--- config.mk ---
export PLATFORM = sky130hd
export DESIGN_NAME = top_k_score_queue_flat
export DESIGN_NICKNAME = d
export VERILOG_FILES = /design/src/hdl/tksq_pkg.sv /design/src/hdl/tksq_if.sv /design/src/hdl/tksq_ctrl.sv /design/src/hdl/tksq_datapath.sv /design/src/hdl/top_k_score_queue.sv /design/src/flat_wrapper.sv
export SDC_FILE = /design/constraint.sdc
export NUM_CORES = 2
export LEC_CHECK = 0
export BUFFER_PORTS_ARGS = -buffer_cell sky130_fd_sc_hd__buf_2
export CELL_PAD_IN_SITES_DETAIL_PLACEMENT = 0
export CELL_PAD_IN_SITES_GLOBAL_PLACEMENT = 1
export CORE_MARGIN = 4
export CORE_UTILIZATION = 40
export CTS_BUF_LIST = sky130_fd_sc_hd__clkbuf_2 sky130_fd_sc_hd__clkbuf_4 sky130_fd_sc_hd__clkbuf_8
export CTS_CLUSTER_SIZE = 8
export DETAILED_ROUTE_END_ITERATION = 10
export PLACE_DENSITY = 0.76
export SYNTH_ARGS = -nofsm -noshare
export SYNTH_HDL_FRONTEND = slang
export SYNTH_HIERARCHICAL = 1
export SYNTH_SLANG_ARGS = --single-unit
--- constraint.sdc ---
create_clock -name clk -period 9.3 [get_ports clk]
set_input_delay 1.395 -clock clk [delete_from_list [all_inputs] [get_ports clk]]
set_output_delay 1.395 -clock clk [all_outputs]
set_load 0.1 [all_outputs]
--- src/hdl/tksq_pkg.sv ---
// Shared types and constants of the top-k score queue.
// No dependencies; the interfaces, controller, datapath, top level and bench use it.
`timescale 1ns / 1ps

package tksq_pkg;

  localparam int MAX_KEPT_DEF = 16;
  localparam int KEEP_W       = 5;
  localparam int ID_W         = 32;
  localparam int SCORE_W      = 32;

  typedef logic [1:0]              cmd_code_t;
  typedef logic [KEEP_W-1:0]       keep_cnt_t;
  typedef logic [ID_W-1:0]         doc_id_t;
  typedef logic signed [SCORE_W-1:0] score_t;

  localparam cmd_code_t CMD_INSERT = 2'd0;
  localparam cmd_code_t CMD_READ   = 2'd1;
  localparam cmd_code_t CMD_CLEAR  = 2'd2;

  localparam keep_cnt_t KEEP_RST = 5'd16;

  // controller to datapath
  typedef struct packed {
    logic insert;
    logic clear;
    logic cfg_load;
    logic load_empty;
    logic read_step;
  } dp_cmd_t;

  // datapath to controller
  typedef struct packed {
    logic store_empty;
    logic read_last;
  } dp_stat_t;

endpackage

--- src/hdl/tksq_if.sv ---
// Valid/ready channel interfaces for requests and results of the queue.
// Depends on tksq_pkg for the payload types.
`timescale 1ns / 1ps

interface tksq_in_if;
  logic               valid;
  logic               ready;
  tksq_pkg::cmd_code_t command;
  tksq_pkg::doc_id_t   doc_id;
  tksq_pkg::score_t    doc_score;

  modport source (output valid, command, doc_id, doc_score, input ready);
  modport sink   (input valid, command, doc_id, doc_score, output ready);
endinterface

interface tksq_out_if;
  logic              valid;
  logic              ready;
  logic              accepted;
  logic              threshold_changed;
  tksq_pkg::doc_id_t out_doc_id;
  tksq_pkg::score_t  out_score;
  logic              entry_valid;
  logic              last_of_run;

  modport source (output valid, accepted, threshold_changed, out_doc_id, out_score,
                  entry_valid, last_of_run, input ready);
  modport sink   (input valid, accepted, threshold_changed, out_doc_id, out_score,
                  entry_valid, last_of_run, output ready);
endinterface

--- src/hdl/tksq_ctrl.sv ---
// Controller of the top-k score queue: request decode, read sequencing,
// output valid. Depends on tksq_pkg.
`timescale 1ns / 1ps

module tksq_ctrl (
  input  logic                clk,
  input  logic                rst_n,
  input  logic                in_valid,
  output logic                in_ready,
  input  tksq_pkg::cmd_code_t in_command,
  output logic                out_valid,
  input  logic                out_ready,
  input  logic                cfg_we,
  output tksq_pkg::dp_cmd_t   dp_cmd,
  input  tksq_pkg::dp_stat_t  dp_stat
);
  import tksq_pkg::*;

  typedef enum logic [1:0] {
    ST_IDLE = 2'b01,
    ST_READ = 2'b10
  } state_t;

  state_t state_r, state_nxt;
  logic   out_valid_r, out_valid_nxt;
  logic   slot_free;
  logic   req;
  logic   load;

  assign slot_free = !out_valid_r || out_ready;
  assign in_ready  = (state_r == ST_IDLE) && slot_free;
  assign req       = in_valid && in_ready;
  assign out_valid = out_valid_r;

  always_comb begin
    dp_cmd    = '0;
    state_nxt = state_r;
    unique case (state_r)
      ST_IDLE: begin
        if (req) begin
          if (in_command == CMD_INSERT) begin
            dp_cmd.insert = 1'b1;
          end else if (in_command == CMD_CLEAR) begin
            dp_cmd.clear = 1'b1;
          end else if (in_command == CMD_READ) begin
            if (dp_stat.store_empty) begin
              dp_cmd.load_empty = 1'b1;
            end else begin
              state_nxt = ST_READ;
            end
          end
        end
      end
      ST_READ: begin
        // emit one ranked entry each time the output slot frees up
        if (slot_free) begin
          dp_cmd.read_step = 1'b1;
          if (dp_stat.read_last) begin
            state_nxt = ST_IDLE;
          end
        end
      end
      default: state_nxt = ST_IDLE;
    endcase
    dp_cmd.cfg_load = cfg_we;
  end

  assign load = dp_cmd.insert || dp_cmd.load_empty || dp_cmd.read_step;

  always_comb begin
    if (load) begin
      out_valid_nxt = 1'b1;
    end else if (out_ready) begin
      out_valid_nxt = 1'b0;
    end else begin
      out_valid_nxt = out_valid_r;
    end
  end

  always_ff @(posedge clk) begin
    if (!rst_n) begin
      state_r     <= ST_IDLE;
      out_valid_r <= 1'b0;
    end else begin
      state_r     <= state_nxt;
      out_valid_r <= out_valid_nxt;
    end
  end

endmodule

--- src/hdl/tksq_datapath.sv ---
// Datapath of the top-k score queue: sorted compare-and-shift cell row,
// fill and capacity registers, result register. Depends on tksq_pkg.
`timescale 1ns / 1ps

module tksq_datapath #(
  parameter int MAX_KEPT = tksq_pkg::MAX_KEPT_DEF
) (
  input  logic               clk,
  input  logic               rst_n,
  input  tksq_pkg::dp_cmd_t  dp_cmd,
  output tksq_pkg::dp_stat_t dp_stat,
  input  tksq_pkg::doc_id_t  in_doc_id,
  input  tksq_pkg::score_t   in_doc_score,
  input  tksq_pkg::keep_cnt_t cfg_wdata,
  output logic               out_accepted,
  output logic               out_threshold_changed,
  output tksq_pkg::doc_id_t  out_doc_id,
  output tksq_pkg::score_t   out_score,
  output logic               out_entry_valid,
  output logic               out_last_of_run
);
  import tksq_pkg::*;

  localparam int CNT_W   = $clog2(MAX_KEPT + 1);
  localparam int CAP_RST = (int'(KEEP_RST) > MAX_KEPT) ? MAX_KEPT : int'(KEEP_RST);

  doc_id_t cell_id_r  [MAX_KEPT];
  score_t  cell_sc_r  [MAX_KEPT];
  doc_id_t cell_id_nxt[MAX_KEPT];
  score_t  cell_sc_nxt[MAX_KEPT];
  doc_id_t sh_id      [MAX_KEPT];
  score_t  sh_sc      [MAX_KEPT];
  doc_id_t up_id      [MAX_KEPT];
  score_t  up_sc      [MAX_KEPT];

  logic [CNT_W-1:0] fill_r, fill_nxt, cap_r, cap_nxt, rd_cnt_r, rd_cnt_nxt;
  logic [CNT_W-1:0] fill_ins;
  logic [MAX_KEPT-1:0] ge, last_sel, wrap_sel;
  logic [MAX_KEPT:0]   ge_ext;
  logic full, ins_ok, thr_chg, read_last;

  logic    res_acc_r, res_thr_r, res_ev_r, res_last_r;
  doc_id_t res_id_r;
  score_t  res_sc_r;

  assign full      = (fill_r == cap_r);
  assign read_last = ((rd_cnt_r + 1'b1) == fill_r);

  // per-cell compare: entry stays ahead of the candidate when its score is not lower
  always_comb begin
    for (int i = 0; i < MAX_KEPT; i++) begin
      ge[i]       = (CNT_W'(i) < fill_r) && !(cell_sc_r[i] < in_doc_score);
      last_sel[i] = (CNT_W'(i) == (cap_r - 1'b1));
      wrap_sel[i] = (CNT_W'(i) == (fill_r - 1'b1));
    end
    ge_ext = {ge, 1'b1};
  end

  assign ins_ok   = !full || !(|(last_sel & ge));
  assign fill_ins = full ? fill_r : fill_r + 1'b1;
  assign thr_chg  = ins_ok && (fill_ins == cap_r);

  // neighbor taps: shift down for insert, shift up for the read rotation
  always_comb begin
    sh_id[0] = in_doc_id;
    sh_sc[0] = in_doc_score;
    for (int i = 1; i < MAX_KEPT; i++) begin
      sh_id[i] = cell_id_r[i-1];
      sh_sc[i] = cell_sc_r[i-1];
    end
    for (int i = 0; i < MAX_KEPT - 1; i++) begin
      up_id[i] = cell_id_r[i+1];
      up_sc[i] = cell_sc_r[i+1];
    end
    up_id[MAX_KEPT-1] = cell_id_r[0];
    up_sc[MAX_KEPT-1] = cell_sc_r[0];
  end

  always_comb begin
    for (int i = 0; i < MAX_KEPT; i++) begin
      cell_id_nxt[i] = cell_id_r[i];
      cell_sc_nxt[i] = cell_sc_r[i];
      if (dp_cmd.insert && ins_ok) begin
        if (!ge[i]) begin
          cell_id_nxt[i] = ge_ext[i] ? in_doc_id    : sh_id[i];
          cell_sc_nxt[i] = ge_ext[i] ? in_doc_score : sh_sc[i];
        end
      end else if (dp_cmd.read_step) begin
        // rotate the filled part so the head is always the next entry
        cell_id_nxt[i] = wrap_sel[i] ? cell_id_r[0] : up_id[i];
        cell_sc_nxt[i] = wrap_sel[i] ? cell_sc_r[0] : up_sc[i];
      end
    end
  end

  always_comb begin
    fill_nxt   = fill_r;
    cap_nxt    = cap_r;
    rd_cnt_nxt = rd_cnt_r;
    if (dp_cmd.cfg_load) begin
      fill_nxt = '0;
      if (cfg_wdata == '0) begin
        cap_nxt = CNT_W'(1);
      end else if (int'(cfg_wdata) > MAX_KEPT) begin
        cap_nxt = CNT_W'(MAX_KEPT);
      end else begin
        cap_nxt = CNT_W'(cfg_wdata);
      end
    end else if (dp_cmd.clear) begin
      fill_nxt = '0;
    end else if (dp_cmd.insert && ins_ok) begin
      fill_nxt = fill_ins;
    end
    if (dp_cmd.read_step) begin
      rd_cnt_nxt = read_last ? '0 : rd_cnt_r + 1'b1;
    end
  end

  always_ff @(posedge clk) begin
    if (!rst_n) begin
      fill_r   <= '0;
      cap_r    <= CNT_W'(CAP_RST);
      rd_cnt_r <= '0;
    end else begin
      fill_r   <= fill_nxt;
      cap_r    <= cap_nxt;
      rd_cnt_r <= rd_cnt_nxt;
    end
  end

  always_ff @(posedge clk) begin
    for (int i = 0; i < MAX_KEPT; i++) begin
      cell_id_r[i] <= cell_id_nxt[i];
      cell_sc_r[i] <= cell_sc_nxt[i];
    end
  end

  always_ff @(posedge clk) begin
    if (dp_cmd.insert) begin
      res_acc_r  <= ins_ok;
      res_thr_r  <= thr_chg;
      res_id_r   <= '0;
      res_sc_r   <= '0;
      res_ev_r   <= 1'b0;
      res_last_r <= 1'b1;
    end else if (dp_cmd.load_empty) begin
      res_acc_r  <= 1'b0;
      res_thr_r  <= 1'b0;
      res_id_r   <= '0;
      res_sc_r   <= '0;
      res_ev_r   <= 1'b0;
      res_last_r <= 1'b1;
    end else if (dp_cmd.read_step) begin
      res_acc_r  <= 1'b0;
      res_thr_r  <= 1'b0;
      res_id_r   <= cell_id_r[0];
      res_sc_r   <= cell_sc_r[0];
      res_ev_r   <= 1'b1;
      res_last_r <= read_last;
    end
  end

  assign dp_stat.store_empty = (fill_r == '0);
  assign dp_stat.read_last   = read_last;

  assign out_accepted          = res_acc_r;
  assign out_threshold_changed = res_thr_r;
  assign out_doc_id            = res_id_r;
  assign out_score             = res_sc_r;
  assign out_entry_valid       = res_ev_r;
  assign out_last_of_run       = res_last_r;

endmodule

--- src/hdl/top_k_score_queue.sv ---
// Top-k score queue: an insert request gives one result in the register the
// following cycle; inserts and clears are taken one per cycle unless the result side stalls.
// A read of n kept entries gives n results, one per unstalled cycle, set by the
// rotation of the cell row through its head; requests wait till the last is loaded.
// Reset (synchronous, rst_n low): store empty, capacity min(16, MAX_KEPT), no clearing pass.
`timescale 1ns / 1ps

module top_k_score_queue #(
  parameter int MAX_KEPT = tksq_pkg::MAX_KEPT_DEF
) (
  input  logic                clk,
  input  logic                rst_n,
  tksq_in_if.sink             in_ch,
  tksq_out_if.source          out_ch,
  input  logic                cfg_we,
  input  tksq_pkg::keep_cnt_t cfg_wdata
);
  import tksq_pkg::*;

  dp_cmd_t  dp_cmd;
  dp_stat_t dp_stat;

  tksq_ctrl u_ctrl (
    .clk       (clk),
    .rst_n     (rst_n),
    .in_valid  (in_ch.valid),
    .in_ready  (in_ch.ready),
    .in_command(in_ch.command),
    .out_valid (out_ch.valid),
    .out_ready (out_ch.ready),
    .cfg_we    (cfg_we),
    .dp_cmd    (dp_cmd),
    .dp_stat   (dp_stat)
  );

  tksq_datapath #(
    .MAX_KEPT(MAX_KEPT)
  ) u_datapath (
    .clk                  (clk),
    .rst_n                (rst_n),
    .dp_cmd               (dp_cmd),
    .dp_stat              (dp_stat),
    .in_doc_id            (in_ch.doc_id),
    .in_doc_score         (in_ch.doc_score),
    .cfg_wdata            (cfg_wdata),
    .out_accepted         (out_ch.accepted),
    .out_threshold_changed(out_ch.threshold_changed),
    .out_doc_id           (out_ch.out_doc_id),
    .out_score            (out_ch.out_score),
    .out_entry_valid      (out_ch.entry_valid),
    .out_last_of_run      (out_ch.last_of_run)
  );

endmodule

--- src/flat_wrapper.sv ---
// flat-port wrapper written by rule: the top's interface ports become plain ports
module top_k_score_queue_flat import tksq_pkg::*;
#(
  parameter int MAX_KEPT = tksq_pkg::MAX_KEPT_DEF
)
  (clk, rst_n, cfg_we, cfg_wdata, in_ch_valid, in_ch_command, in_ch_doc_id, in_ch_doc_score, in_ch_ready, out_ch_valid, out_ch_accepted, out_ch_threshold_changed, out_ch_out_doc_id, out_ch_out_score, out_ch_entry_valid, out_ch_last_of_run, out_ch_ready);
  tksq_in_if in_ch_i ();
  tksq_out_if out_ch_i ();
  input  logic clk;
  input  logic rst_n;
  input  logic cfg_we;
  input  tksq_pkg::keep_cnt_t cfg_wdata;
  input wire logic [$bits(in_ch_i.valid)-1:0] in_ch_valid;
  input wire logic [$bits(in_ch_i.command)-1:0] in_ch_command;
  input wire logic [$bits(in_ch_i.doc_id)-1:0] in_ch_doc_id;
  input wire logic [$bits(in_ch_i.doc_score)-1:0] in_ch_doc_score;
  output wire logic [$bits(in_ch_i.ready)-1:0] in_ch_ready;
  output wire logic [$bits(out_ch_i.valid)-1:0] out_ch_valid;
  output wire logic [$bits(out_ch_i.accepted)-1:0] out_ch_accepted;
  output wire logic [$bits(out_ch_i.threshold_changed)-1:0] out_ch_threshold_changed;
  output wire logic [$bits(out_ch_i.out_doc_id)-1:0] out_ch_out_doc_id;
  output wire logic [$bits(out_ch_i.out_score)-1:0] out_ch_out_score;
  output wire logic [$bits(out_ch_i.entry_valid)-1:0] out_ch_entry_valid;
  output wire logic [$bits(out_ch_i.last_of_run)-1:0] out_ch_last_of_run;
  input wire logic [$bits(out_ch_i.ready)-1:0] out_ch_ready;
  assign in_ch_i.valid = in_ch_valid;
  assign in_ch_i.command = in_ch_command;
  assign in_ch_i.doc_id = in_ch_doc_id;
  assign in_ch_i.doc_score = in_ch_doc_score;
  assign in_ch_ready = in_ch_i.ready;
  assign out_ch_valid = out_ch_i.valid;
  assign out_ch_accepted = out_ch_i.accepted;
  assign out_ch_threshold_changed = out_ch_i.threshold_changed;
  assign out_ch_out_doc_id = out_ch_i.out_doc_id;
  assign out_ch_out_score = out_ch_i.out_score;
  assign out_ch_entry_valid = out_ch_i.entry_valid;
  assign out_ch_last_of_run = out_ch_i.last_of_run;
  assign out_ch_i.ready = out_ch_ready;
  top_k_score_queue #(.MAX_KEPT(MAX_KEPT)) u_core (.clk(clk), .rst_n(rst_n), .in_ch(in_ch_i), .out_ch(out_ch_i), .cfg_we(cfg_we), .cfg_wdata(cfg_wdata));
endmodule
# Word-level counts from Yosys, hierarchy flattened
# Memory sizes are Yosys's and may differ from the RTL's.
# Index checks and enable logic that the tools add are counted.
# word_totals
ff_bits	86
ramBits	1024
output_inout_bits	70
elab_cells	336
n_memories	2
# memory_table
memory	depth	width	rd	rd_clocked_by_memory_dff	write_ports	line	source
u_core.u_datapath.cell_id_r	16	32	16	0	16	tksq_datapath.sv:27	doc_id_t cell_id_r [MAX_KEPT];
u_core.u_datapath.cell_sc_r	16	32	16	0	16	tksq_datapath.sv:28	score_t cell_sc_r [MAX_KEPT];
# op_classes
addsub	4
magnitude_cmp	33
n_eq_ne	43
mux	187
bitwise_logic	2
n_reduce_logical	54
# op_table
op	count
2-to-1 mux 32 bit	156
< comparator 32 bit	16
equality test 4 x 5 -> 1 bit (first input constant)	15
equality test 3 x 5 -> 1 bit (first input constant)	8
< comparator 4 x 5 -> 1 bit (first input constant)	8
equality test 2 x 5 -> 1 bit (first input constant)	4
logical AND 1 bit	20
zero test 5 bit	4
< comparator 3 x 5 -> 1 bit (first input constant)	4
2-to-1 mux 5 bit	4
zero test 1 bit	19
2-to-1 mux 2 bit	9
2-to-1 mux 1 bit	17
AND 16 bit	1
OR reduction 16 bit	1
equality test 5 bit	3
inequality test 2 bit (second input constant)	6
adder 5 x 1 -> 5 bit (second input constant)	2
equality test 1 x 5 -> 1 bit (first input constant)	2
< comparator 1 x 5 -> 1 bit (first input constant)	2
< comparator 2 x 5 -> 1 bit (first input constant)	2
subtractor 5 x 1 -> 5 bit (second input constant)	2
AND reduction 7 bit	1
greater-than comparator 5 bit (second input constant)	1
11 further kinds	16

# Longest topological paths before layout
# depth
ltp_word	10
ltp_mapped	18
depth_no_buf	13

# Hierarchy
# The synthesis kept the hierarchy.
# modules_own_cells
mod	instances	cells_each	area_per_inst_um2	seq_area_each_um2
tksq_datapath	1	7421	73844.6	32431.1
tksq_ctrl	1	22	229.0	60.1

# Worst setup path after synthesis
# Ideal clock, no wire load.
# synth_path
path_type	input port to flip-flop
start	in in_ch_doc_score[25]
end	mem u_core/u_datapath/cell_id_r[0][0] (netlist name) (enable)
setup_time_ns	0.574
arrival_ns	8.900
slack_ns	-0.175
stages	16
path_buffers	4
path_cell_list	inv_1 > ha_1 > a21o_1 > a221o_1 > a221oi_1 > o21ai_0 > a21oi_2 > xor2_1 > nand4_1 > o2111a_1 > a41o_1 > buf_4 > buf_4 > buf_2 > buf_2 > o21ai_0
# synth_rtl
element	line	source
from (decl)	flat_wrapper.sv:16	input wire logic [$bits(in_ch_i.doc_score)-1:0] in_ch_doc_score;
to (decl)	tksq_datapath.sv:27	

==> reports/results.txt <==
Status -> complete, no violations
Seq pwr share -> 0.464
H-tree level count -> 4
Sw frac -> 0.296
CTS Root Cell -> clkbuf_8
Comb pwr share -> 0.151
# fillers -> 17,400
FF+latch count, synth -> 1,110
Final setup violation count -> 0
DP HPWL -> 163,000 um
Pwr dens -> 164 nW/um^2
Post_cts resized -> 0
Detailed Route WL -> 265,000 um
Max cap viols -> 0
Worst slew pin tran -> 1300 ps
Mux share of post-synthesis cell area -> 0.115
Mapped Cells -> 7,443
Share of layout cells above drive strength 1 -> 0.106
Synthesized area per cell -> 9.95 sq um
Leakage power -> 29.1 nW
Post-synthesis adder-cell area fraction -> 0.0851
Metal1 wirelength -> 111,000 um
Worst skew pair latency -> 1010 ps
Commonest cells after routing, fill and taps aside -> a21oi_1 (1,221), edfxtp_1 (1,026), nor2_1 (981), a211oi_1 (849), mux2i_1 (771)
Via Count -> 61,600
Simple-gate share of the synthesized area -> 0.101
Vias per inst -> 6.24
Die Ht -> 438 um
Maximum number of pins on one net before global-route repair -> 251
Post-DRT Antenna Nets -> 0
Hold_buf cts -> 0
Die area -> 192,000 sq um
Commonest non-fill, non-tap cell in the layout -> a21oi_1
# IOs -> 146
Period utilisation layout -> 0.730
Worst Hold Depth -> 1
Worst hold margin -> 472 ps
Syn Nets -> 8,023
WL met3 -> 25,300 um
GP Congestion -> 0.924
Row count -> 157
Compound-Gate Fraction of Synth Area -> 0.211
Peak supply drop -> 0.000130 V
Worst setup SP type -> input pin
Sequential Area -> 32,500 sq um
Final Hold Fails -> 0
Fin. max-slew vios -> 0
Clock Power Share -> 0.386
Initial antenna violation count -> 19
Number of CTS-inserted buffers -> 207
Syn. warnings -> 6
Post-synth top flop -> edfxtp_1
Period minus WS final -> 6790 ps
NetSw -> 3.93 mW
IO Port Bufs -> 145
Top layer in use -> met5
Post-synth EDFFs -> 1,026
Vias in the first global route -> 57,700
F_max -> 147 MHz
# clock sinks -> 1,110
Max Buffers Root-to-Sink -> 3
First-pass detailed-route iteration total -> 6
Synth Area in XOR/XNOR -> 0.00319
# DRC -> 0
Max FO, Critical Path -> 36
GR Overflow Total -> 0
Syn-to-layout area delta -> 9.30%
Pint -> 9.36 mW
Critical Path RT -> 9920 ps
Clock transition at path regs -> 60 ps
Post-Syn Area -> 74,100 sq um
Relative slew slack -> 0.132
Initial Utilization -> 0.403
Synth cell types -> 74
DIE WIDTH -> 438 um
Post-CTS Setup Bufs -> 0
Max Clock Skew -> 68.9 ps
Overall Global Routing Usage -> 0.265
Seq/Total Area, Yosys -> 0.439
Hold Crit Class -> flop to flop
Crit Path Class -> input pin to flop
Register-to-Register Path Depth -> 12
Routed wl met2 -> 117,000 um
Largest family of logic cells by synthesized area -> compound AO/OA/AOI/OAI gates
RSZ-0062 raised after global routing -> false
First-pass GRT wire length -> 386,000 um
Fin nets -> 7,800
Worst EP arrival -> 7410 ps
Final TNS setup -> 0 ps
Worst Setup End Kind -> flop
Drt wl/cell -> 26.9 um
Multi-input logic area -> 38,600 sq um
FFs w/ async S/R, synth -> 0
CORE AREA -> 184,000 sq um
CTS tree -> built
Initial detailed-routing violation count -> 7,401
-- synth_stat cells (all sizes together), types with 8 or more instances --
library cell  number  area, sq um
o21a               8         60.1
a31oi              8         50.1
nand3             45          225
clkbuf           458         1720
nor2b            215         1350
edfxtp          1026        30800
o211ai            10         75.1
a22o              65          569
mux2i            771         7720
nor3              95          475
and4              17          149
xnor2             15          131
inv              115          432
xor2              12          105
and2              10         62.6
buf              242         1250
o21ai            105          529
nand2b            15         93.8
a21boi             8         60.1
a21o              53          398
nor2             990         3720
nand4             47          294
nand2            190          713
dfxtp             84         1680
a21oi           1238         6200
a221oi            86          941
ha               504         6310
mux2              71          803
and3               9         56.3
a221o              8         80.1
a211oi           849         6370
-- flip-flops by register name, indices dropped and copies added (netlist names) --
name	cells
u_core/u_datapath/rd_cnt_r	5
u_core/u_datapath/out_entry_valid	1
u_core/u_datapath/cell_sc_r	512
u_core/u_datapath/out_last_of_run	1
u_core/u_datapath/fill_r	5
u_core/u_datapath/out_accepted	1
u_core/u_datapath/out_doc_id	32
u_core/u_ctrl/out_valid	1
u_core/u_datapath/cell_id_r	512
u_core/u_datapath/cap_r	5
u_core/u_datapath/out_threshold_changed	1
u_core/u_ctrl/state_r	2
u_core/u_datapath/out_score	32
-- power by group through the flow --
| stage | clock network [mW] | registers [mW] | logic [mW] |
|---|---|---|---|
| 6_report | 5.13 | 6.16 | 2.00 |
| 5_1_grt | 5.46 | 6.18 | 2.19 |
| 4_1_cts | 5.22 | 6.15 | 1.96 |
| 3_5_place_dp | 0 | 6.25 | 1.96 |
| 3_3_place_gp | 0 | 6.24 | 1.90 |
| 2_1_floorplan | 0 | 6.16 | 1.36 |
-- critical path, stage by stage --
cell      delay, ps
buf_2           200
inv_1           620
ha_1            370
a21o_1          170
a221o_1         390
a221oi_1        760
o21ai_0         350
a21oi_1         580
mux2i_1         170
a211oi_1        290
a41o_4          690
nor2_4          310
a21oi_4         640
buf_12          400
-- final timing paths --
path,start,end,slack (ps)
hold reg to reg,u_core/u_datapath/out_score[28]$_SDFFE_PP0P_,u_core/u_datapath/out_score[28]$_SDFFE_PP0P_,470
hold / removal,u_core/u_datapath/out_score[28]$_SDFFE_PP0P_,u_core/u_datapath/out_score[28]$_SDFFE_PP0P_,470
setup reg to reg,u_core/u_datapath/cell_sc_r[1][251]$_DFFE_PP_,u_core/u_datapath/cell_id_r[1][17]$_DFFE_PP_,3380
setup / recovery,in_ch_doc_score[25],u_core/u_datapath/cell_id_r[1][17]$_DFFE_PP_,2510
-- routing by layer --
layer / vias to the layer above / track usage
met5: - / 0
li1: 27900 / -
met2: 3188 / 0.408
met3: 609 / 0.0484
met1: 29900 / 0.365
met4: 14 / 0.115
-- cell type report --
| cell class | count | area share |
|---|---|---|
| Antenna cell | 5 | 0.000155 |
| Clock buffer | 325 | 0.0475 |
| Clock inverter | 64 | 0.00654 |
| Inverter | 115 | 0.00533 |
| Multi-Input combinational cell | 5518 | 0.477 |
| Sequential cell | 1110 | 0.401 |
| Tap cell | 2464 | 0.0381 |
| Timing Repair Buffer | 268 | 0.0242 |
-- stage by stage --
step / cells / setup slack [ps] / instance area [sq um] / power, mW / utilization
after global routing: 9867 / 2590 / 81000 / 13.8 / 0.441
final: 9869 / 2510 / 81000 / 13.3 / 0.441
after global placement: 9474 / 1200 / 76600 / 8.14 / 0.417
after detailed placement: 9475 / 1740 / 76600 / 8.20 / 0.417
after floorplan: 7443 / 1140 / 74100 / 7.52 / -
after CTS: 9864 / 2800 / 80900 / 13.3 / 0.441
-- logic make-up (layout without fill, tap and decap cells) --
family                   after synthesis  in the layout
buffers and inverters                815            772
AND/OR/NAND/NOR                     1673           1673
multiplexers                         842            842
other                                  0              5
adder cells (fa/ha/maj)              504            504
flip-flops                          1110           1110
AO/OA/AOI/OAI                       2472           2472
XOR/XNOR                              27             27
(Power assumes the default switching activity.)
